**src/design/strt_pkg.sv**
```systemverilog
// ----------------------------------------------------------------------------
// STUN retransmit timer package
// Shared widths, codes and transfer payload types for the retransmit timer.
// ----------------------------------------------------------------------------
`default_nettype none

package strt_pkg;

  // Widths of time, timeout, count and multiplier values.
  localparam int TIME_W = 32;
  localparam int RTO_W  = 24;
  localparam int CNT_W  = 8;
  localparam int MULT_W = 8;

  // Configuration port widths.
  localparam int CFG_IDX_W  = 3;
  localparam int CFG_DATA_W = 24;

  // Item kinds carried on the input channel.
  typedef enum logic [1:0] {
    MODE_START = 2'd0,
    MODE_POLL  = 2'd1,
    MODE_SERR  = 2'd2
  } mode_t;

  // Result status codes.
  typedef enum logic [2:0] {
    ST_IDLE    = 3'd0,
    ST_WAIT    = 3'd1,
    ST_RTX     = 3'd2,
    ST_TIMEOUT = 3'd3,
    ST_RESCHED = 3'd4,
    ST_FAILED  = 3'd5
  } status_t;

  // Configuration register indexes.
  typedef enum logic [CFG_IDX_W-1:0] {
    CFG_REQUEST_COUNT      = 3'd0,
    CFG_RTO_MULTIPLIER     = 3'd1,
    CFG_MAX_RTO_ENABLE     = 3'd2,
    CFG_MAX_RTO            = 3'd3,
    CFG_SERR_ENABLE        = 3'd4,
    CFG_SERR_TIMEOUT       = 3'd5,
    CFG_SERR_MAX_RETRIES   = 3'd6
  } cfg_reg_t;

  // Input item.
  typedef struct packed {
    mode_t             mode;
    logic [TIME_W-1:0] now;
    logic [RTO_W-1:0]  first_rto;
  } in_item_t;

  // Result item.
  typedef struct packed {
    status_t           status;
    logic [TIME_W-1:0] deadline;
    logic [RTO_W-1:0]  applied_rto;
    logic [CNT_W-1:0]  retransmits;
  } out_item_t;

endpackage

`default_nettype wire

```
**src/design/stun_retransmit_timer.sv**
```systemverilog
// ----------------------------------------------------------------------------
// STUN retransmit timer
// Retransmission timer for one STUN request transaction with backoff,
// request budget, timeout cap and server error retries.
// ----------------------------------------------------------------------------
// Path: an accepted item passes the input register, then the result register.
// Throughput: one item per cycle unless the result side stalls; the update
//   from input register to result register and timer state is a single pass
//   through the backoff logic.
// Reset: synchronous, active low; clears both registers' valid flags, the
//   timer state and restores the configuration registers to their defaults.
`default_nettype none

module stun_retransmit_timer (
  input  wire logic                                clk,
  input  wire logic                                rst_n,
  // Input channel
  input  wire logic                                in_valid,
  output logic                                     in_ready,
  input  wire strt_pkg::in_item_t                  in_data,
  // Result channel
  output logic                                     out_valid,
  input  wire logic                                out_ready,
  output strt_pkg::out_item_t                      out_data,
  // Configuration write port
  input  wire logic                                cfg_we,
  input  wire logic [strt_pkg::CFG_IDX_W-1:0]      cfg_idx,
  input  wire logic [strt_pkg::CFG_DATA_W-1:0]     cfg_data
);

  import strt_pkg::*;

  localparam int PROD_W = RTO_W + MULT_W;
  localparam int BUD_W  = CNT_W + 2;

  // Configuration registers
  logic [CNT_W-1:0]  request_count_r;
  logic [MULT_W-1:0] rto_multiplier_r;
  logic              max_rto_enable_r;
  logic [RTO_W-1:0]  max_rto_r;
  logic              serr_enable_r;
  logic [RTO_W-1:0]  serr_timeout_r;
  logic [CNT_W-1:0]  serr_max_retries_r;

  // Input register and result register
  logic      in_valid_r;
  in_item_t  in_r;
  logic      out_valid_r;
  out_item_t out_r;
  out_item_t out_nxt;

  // Timer state
  logic              armed_r,      armed_nxt;
  logic [TIME_W-1:0] due_time_r,   due_time_nxt;
  logic [RTO_W-1:0]  cur_rto_r,    cur_rto_nxt;
  logic [RTO_W-1:0]  start_rto_r,  start_rto_nxt;
  logic [CNT_W-1:0]  rtx_count_r,  rtx_count_nxt;
  logic [CNT_W-1:0]  serr_count_r, serr_count_nxt;

  // Datapath terms
  logic              advance;
  logic [TIME_W-1:0] time_diff;
  logic              time_reached;
  logic              budget_spent;
  logic              last_request;
  logic [PROD_W-1:0] mult_prod;
  logic [RTO_W-1:0]  mult_rto;
  logic [RTO_W:0]    dbl_prod;
  logic [RTO_W-1:0]  dbl_rto;
  logic [RTO_W-1:0]  backoff_rto;
  logic [RTO_W-1:0]  capped_rto;

  // Handshake: the input register moves whenever the result register is
  // free or being emptied in this cycle.
  assign advance   = in_valid_r && (!out_valid_r || out_ready);
  assign in_ready  = !in_valid_r || advance;
  assign out_valid = out_valid_r;
  assign out_data  = out_r;

  // Configuration writes.
  always_ff @(posedge clk) begin
    if (!rst_n) begin
      request_count_r    <= CNT_W'(7);
      rto_multiplier_r   <= MULT_W'(16);
      max_rto_enable_r   <= 1'b0;
      max_rto_r          <= '0;
      serr_enable_r      <= 1'b0;
      serr_timeout_r     <= '0;
      serr_max_retries_r <= '0;
    end else if (cfg_we) begin
      case (cfg_idx)
        CFG_REQUEST_COUNT:    request_count_r    <= cfg_data[CNT_W-1:0];
        CFG_RTO_MULTIPLIER:   rto_multiplier_r   <= cfg_data[MULT_W-1:0];
        CFG_MAX_RTO_ENABLE:   max_rto_enable_r   <= cfg_data[0];
        CFG_MAX_RTO:          max_rto_r          <= cfg_data[RTO_W-1:0];
        CFG_SERR_ENABLE:      serr_enable_r      <= cfg_data[0];
        CFG_SERR_TIMEOUT:     serr_timeout_r     <= cfg_data[RTO_W-1:0];
        CFG_SERR_MAX_RETRIES: serr_max_retries_r <= cfg_data[CNT_W-1:0];
        default: ;
      endcase
    end
  end

  // Input register: captures each transfer on the input channel.
  always_ff @(posedge clk) begin
    if (!rst_n) begin
      in_valid_r <= 1'b0;
    end else if (in_ready) begin
      in_valid_r <= in_valid;
    end
  end

  always_ff @(posedge clk) begin
    if (in_valid && in_ready) begin
      in_r <= in_data;
    end
  end

  // Deadline compare by wrapping signed difference.
  assign time_diff    = in_r.now - due_time_r;
  assign time_reached = !time_diff[TIME_W-1];

  // Request budget: each server error retry adds one request.
  assign budget_spent = ({2'b00, rtx_count_r} + BUD_W'(1)) >=
                        ({2'b00, request_count_r} + {2'b00, serr_count_r});
  assign last_request = ({1'b0, rtx_count_r} + (CNT_W+1)'(2)) == {1'b0, request_count_r};

  // Backoff candidates, saturated at the timeout width.
  assign mult_prod = PROD_W'(start_rto_r) * PROD_W'(rto_multiplier_r);
  assign mult_rto  = (|mult_prod[PROD_W-1:RTO_W]) ? '1 : mult_prod[RTO_W-1:0];
  assign dbl_prod  = {cur_rto_r, 1'b0};
  assign dbl_rto   = dbl_prod[RTO_W] ? '1 : dbl_prod[RTO_W-1:0];

  assign backoff_rto = last_request ? mult_rto : dbl_rto;
  assign capped_rto  = (max_rto_enable_r && (backoff_rto > max_rto_r)) ? max_rto_r
                                                                       : backoff_rto;

  // Item processing: next timer state and result.
  always_comb begin
    armed_nxt      = armed_r;
    due_time_nxt   = due_time_r;
    cur_rto_nxt    = cur_rto_r;
    start_rto_nxt  = start_rto_r;
    rtx_count_nxt  = rtx_count_r;
    serr_count_nxt = serr_count_r;
    out_nxt.status = armed_r ? ST_WAIT : ST_IDLE;

    case (in_r.mode)
      MODE_START: begin
        start_rto_nxt  = in_r.first_rto;
        cur_rto_nxt    = in_r.first_rto;
        due_time_nxt   = in_r.now + TIME_W'(in_r.first_rto);
        rtx_count_nxt  = '0;
        serr_count_nxt = '0;
        armed_nxt      = 1'b1;
        out_nxt.status = ST_WAIT;
      end
      MODE_POLL: begin
        if (!armed_r) begin
          out_nxt.status = ST_IDLE;
        end else if (!time_reached) begin
          out_nxt.status = ST_WAIT;
        end else if (budget_spent) begin
          armed_nxt      = 1'b0;
          out_nxt.status = ST_TIMEOUT;
        end else begin
          cur_rto_nxt    = capped_rto;
          due_time_nxt   = in_r.now + TIME_W'(capped_rto);
          rtx_count_nxt  = (&rtx_count_r) ? rtx_count_r : rtx_count_r + CNT_W'(1);
          out_nxt.status = ST_RTX;
        end
      end
      MODE_SERR: begin
        if (!armed_r) begin
          out_nxt.status = ST_IDLE;
        end else if (!serr_enable_r || (serr_count_r >= serr_max_retries_r)) begin
          armed_nxt      = 1'b0;
          out_nxt.status = ST_FAILED;
        end else begin
          serr_count_nxt = (&serr_count_r) ? serr_count_r : serr_count_r + CNT_W'(1);
          due_time_nxt   = in_r.now + TIME_W'(serr_timeout_r);
          out_nxt.status = ST_RESCHED;
        end
      end
      default: ;
    endcase

    out_nxt.deadline    = armed_nxt ? due_time_nxt : '0;
    out_nxt.applied_rto = cur_rto_nxt;
    out_nxt.retransmits = rtx_count_nxt;
  end

  // Timer state update on each processed item.
  always_ff @(posedge clk) begin
    if (!rst_n) begin
      armed_r      <= 1'b0;
      due_time_r   <= '0;
      cur_rto_r    <= '0;
      start_rto_r  <= '0;
      rtx_count_r  <= '0;
      serr_count_r <= '0;
    end else if (advance) begin
      armed_r      <= armed_nxt;
      due_time_r   <= due_time_nxt;
      cur_rto_r    <= cur_rto_nxt;
      start_rto_r  <= start_rto_nxt;
      rtx_count_r  <= rtx_count_nxt;
      serr_count_r <= serr_count_nxt;
    end
  end

  // Result register: loads on processing, empties on an output transfer.
  always_ff @(posedge clk) begin
    if (!rst_n) begin
      out_valid_r <= 1'b0;
    end else if (advance) begin
      out_valid_r <= 1'b1;
    end else if (out_ready) begin
      out_valid_r <= 1'b0;
    end
  end

  always_ff @(posedge clk) begin
    if (advance) begin
      out_r <= out_nxt;
    end
  end

  // The timer can only become armed through a processed start item.
  a_arm_only_on_start: assert property (@(posedge clk) disable iff (!rst_n)
    (!armed_r && !(advance && (in_r.mode == MODE_START))) |=> !armed_r)
    else $error("timer armed without a start item");

  // A held input item is never lost while the result side stalls.
  a_input_held: assert property (@(posedge clk) disable iff (!rst_n)
    (in_valid_r && !advance) |=> in_valid_r)
    else $error("input register dropped an unprocessed item");

  // A terminal result always reports a cleared deadline.
  a_terminal_no_deadline: assert property (@(posedge clk) disable iff (!rst_n)
    (out_valid_r && ((out_r.status == ST_TIMEOUT) || (out_r.status == ST_FAILED)))
      |-> (out_r.deadline == '0))
    else $error("terminal status with a nonzero deadline");

  // A retransmit result always carries a nonzero retransmit count.
  a_rtx_counted: assert property (@(posedge clk) disable iff (!rst_n)
    (out_valid_r && (out_r.status == ST_RTX)) |-> (out_r.retransmits != '0))
    else $error("retransmit reported without counting it");

endmodule

`default_nettype wire
```
**config.mk**
```make
export PLATFORM = sky130hd
export DESIGN_NAME = stun_retransmit_timer
export DESIGN_NICKNAME = d
export VERILOG_FILES = /design/src/design/strt_pkg.sv /design/src/design/stun_retransmit_timer.sv
export SDC_FILE = /design/constraint.sdc
export NUM_CORES = 1
export LEC_CHECK = 0
export BUFFER_PORTS_ARGS = -buffer_cell sky130_fd_sc_hd__buf_2
export CAP_MARGIN = 30
export CORE_MARGIN = 2
export CORE_UTILIZATION = 50
export CTS_BUF_LIST = sky130_fd_sc_hd__clkbuf_4 sky130_fd_sc_hd__clkbuf_8
export CTS_CLUSTER_SIZE = 28
export DETAILED_ROUTE_END_ITERATION = 6
export MAX_ROUTING_LAYER = met4
export PLACE_DENSITY_LB_ADDON = 0.08
export SLEW_MARGIN = 20
export SYNTH_ARGS = -nofsm -noshare
export SYNTH_HDL_FRONTEND = slang
export SYNTH_SLANG_ARGS = --single-unit
```
**constraint.sdc**
```tcl
create_clock -name clk -period 10.51 [get_ports clk]
set_input_delay 3.153 -clock clk [delete_from_list [all_inputs] [get_ports clk]]
set_output_delay 3.153 -clock clk [all_outputs]
set_load 0.01 [all_outputs]
```
==> flow_summary_export.csv <==
group,metric,value,unit
global_route,overflow,0,
sta,clock_skew,40.1,ps
worst_setup_path,ff2ff_setup_slack,250,ps
sta,hold_viol_final,0,
logic_synthesis,yosysMostFrequentCell,"nand2_1",
cts,cts_tree,"built",
die,die_area,52800,sq um
die,row_count,82,
cells_and_area,nets,3633,
logic_synthesis,synth_nets,3434,
die,die_w,230,um
logic_synthesis,synth_edf_count,125,
routing,wl,84500,um
logic_synthesis,netlist_area,25500,sq um
sta,finalMaxSlewViolations,0,
logic_synthesis,yosys.area.top_type,"edfxtp_1",
cells_and_area,diodes,0,
die,fp.dieH,230,um
routing,drt_iter0_drc,1943,
global_route,grt_pass1_wl,129000,um
logic_synthesis,synth-warning-count,0,
sta,max_freq,0.0974,GHz
place,portBuffers,158,
logic_synthesis,synthCells,2994,
global_route,grt_pass1_vias,22900,
global_route,grt.total_usage,32.2,%
sta,relSlewSlack,31.2,%
logic_synthesis,async_reset_ff_share,0,%
worst_setup_path,start_kind,"flip-flop",
run_status,status,"finished clean",
die,start_util,50.7,%
routing,first_pass_iters,6,
sta,whs,455,ps
worst_setup_path,reg2reg_depth,39,
place,dp_hpwl,63400,um
place,post_dp_cell_area,27200,sq um
cells_and_area,area_growth,16.1,%
cts,clk_latency,670,ps
cts,cts.sinks,298,
global_route,grt_max_degree,74,
logic_synthesis,synthFlopType,"dfxtp_1",
cts,root_buffer,"clkbuf_8",
worst_setup_path,crit_cells,39,
die,num_io_pins,159,
sta,finalSetupViolations,0,
worst_setup_path,slowest_stage,"fa_1",
sta,timing.final.ws_setup,245,ps
sta,worst_pin_slew,1010,ps
power,total_power,3.39,mW
logic_synthesis,yosys.area.top_type_share,14.7,%
worst_setup_path,crit_required,10920,ps
logic_synthesis,syn_avg_cell_area,8.51,sq um
worst_setup_path,crit_path_start,"rto_multiplier_r[4]",
flow_run,maxCapViolCount,0,
worst_setup_path,crit_buf_inv,9,
logic_synthesis,synth_seq_cells,298,
cts,clockBufferDepth,3,
cells_and_area,drive_gt1_share,16.7,%
cts,numCtsBuffers,55,
logic_synthesis,synth_cell_types,89,
place,pre_cts_ws,-255,ps
worst_setup_path,cp_max_fo,20,
logic_synthesis,netlist_top_cells_area,"edfxtp_1 15%, dfxtp_1 14%, fa_1 11%",
worst_setup_path,critPathKind,"reg2reg",
worst_setup_path,max_stage_delay,560,ps
power,peakVddDrop,0.0000987,V
hold_path,hp-class,"reg2reg",
place,routabilityCongestion,0.966,
logic_synthesis,synth_top_cells_by_count,"425 x nand2_1, 272 x a21oi_1, 222 x inv_1",
global_route,antenna_found_initial,0,
sta,min_period_over_period,97.7,%
worst_setup_path,crit_top_cell,"fa_1",
cts,h-tree-depth,2,
worst_setup_path,arrival,10680,ps
routing,antenna_left,0,
power,leakage,12.5,nW
routing,via_per_inst,5.97,
logic_synthesis,synth_seq_area_share,28.3,%
routing,drc,0,
cells_and_area,fin_area,29600,sq um
sta,fin_tns_setup,0,ps
worst_setup_path,cp-endpoint,"out_data[60]",
worst_setup_path,critPathCaptureType,"flip-flop",
worst_setup_path,crit_family,"adder cells",
worst_setup_path,timing.rr.start,"rto_multiplier_r[4]",
worst_setup_path,rr_endpoint,"out_data[60]",
sta,period_minus_slack,10260,ps
die,coreArea,50300,sq um
routing,wl_per_cell,21.6,um
power,p_per_area,115,nW/um^2
routing,vias,23300,
cts,hold_buffers,0,
cts,clk_pin_slew_worst_paths,60,ps
report_power, final:
| part | leakage, nW | internal (mW) | switching (mW) | total, mW |
|---|---|---|---|---|
| sequential | 2.64 | 1.26 | 0.0633 | 1.32 |
| clock | 0.663 | 0.771 | 0.553 | 1.32 |
| combinational | 9.18 | 0.291 | 0.452 | 0.742 |
| total | 12.5 | 2.32 | 1.07 | 3.39 |
how the worst min path moves through the flow:
stage / from / endpoint / slack [ps] / cells after the start
global placement: serr_max_retries_r[5] / serr_max_retries_r[5] / 440 / 2
CTS: serr_max_retries_r[6] / serr_max_retries_r[6] / 460 / 2
finish: serr_max_retries_r[6] / serr_max_retries_r[6] / 460 / 2
global route: serr_max_retries_r[2] / serr_max_retries_r[2] / 480 / 2
detailed placement: serr_max_retries_r[6] / serr_max_retries_r[6] / 450 / 2
floorplan: serr_max_retries_r[1] / serr_max_retries_r[1] / 440 / 2
cells in the final DEF (no fill, tap or decap), drive strengths merged, types with 23 or more instances in the layout:
cell      n
nand2   425
buf     274
a21oi   273
inv     224
ha      214
nor2    201
and2    178
dfxtp   173
fa      136
o21ai   132
edfxtp  125
clkbuf   81
xnor2    67
a31oi    66
nand3    61
nor3     42
nand4    40
xor2     40
a21o     35
a211oi   35
and3     33
nand2b   27
o211ai   26
mux2     24
nor2b    23
timing repair:
item                       in CTS  in global routing
buffers inserted                0                 42
cloned                          0                  2
setup endpoints to repair      16                 38
resized for setup              12                138
pin swaps                       1                 54
per-layer routing:
metal	global-route usage, %	vias up	part of all wire (%)
li1	-	10900	-
met1	42.6	11400	44
met2	51.3	849	46
met3	3.79	188	6.1
met4	10.9	0	3.8
met5	-	-	0
worst min-delay path: cells and delay by family (launching register included):
kind,cells,cell delay [ps]
AO/OA/AOI/OAI,1,50
flip-flops,1,310
AND/OR/NAND/NOR,1,50
registers in the layout, summed over array words and instances, names as in the netlist, 8 cells and up:
name                count
rtx_count_r             8
rto_multiplier_r        8
start_rto_r            24
in_r                   58
serr_timeout_r         24
due_time_r             32
serr_max_retries_r      8
serr_count_r            8
max_rto_r              24
request_count_r         8
out_data               67
cur_rto_r              24
cell type report:
type                    instances  area [sq um]
clock buffers                  78           973
fillers                      4561         20700
repair buffers                277          1890
clock inverters                25           305
inverters                     224           845
multi-input cells            2337         17500
flip-flops and latches        298          7260
well taps                     672           841
cells by family (layout without fill, tap and decap cells):
logic type / Yosys count / in the layout / share of synthesized area, %
XOR/XNOR: 107 / 107 / 3.68
flip-flops: 298 / 298 / 28.3
multiplexers: 37 / 37 / 1.60
adder cells (fa/ha/maj): 350 / 350 / 21.2
AO/OA/AOI/OAI: 761 / 761 / 19.6
buffers and inverters: 359 / 604 / 5.44
AND/OR/NAND/NOR: 1082 / 1082 / 20.1
stage by stage:
stage               std cells  utilization [%]
floorplan                2994                -
global placement         3759             54.1
detailed placement       3761             54.1
CTS                      3864             56.7
global route             3911             58.9
finish                   3911             58.9
Note: power is estimated with default switching activity, not from simulation.
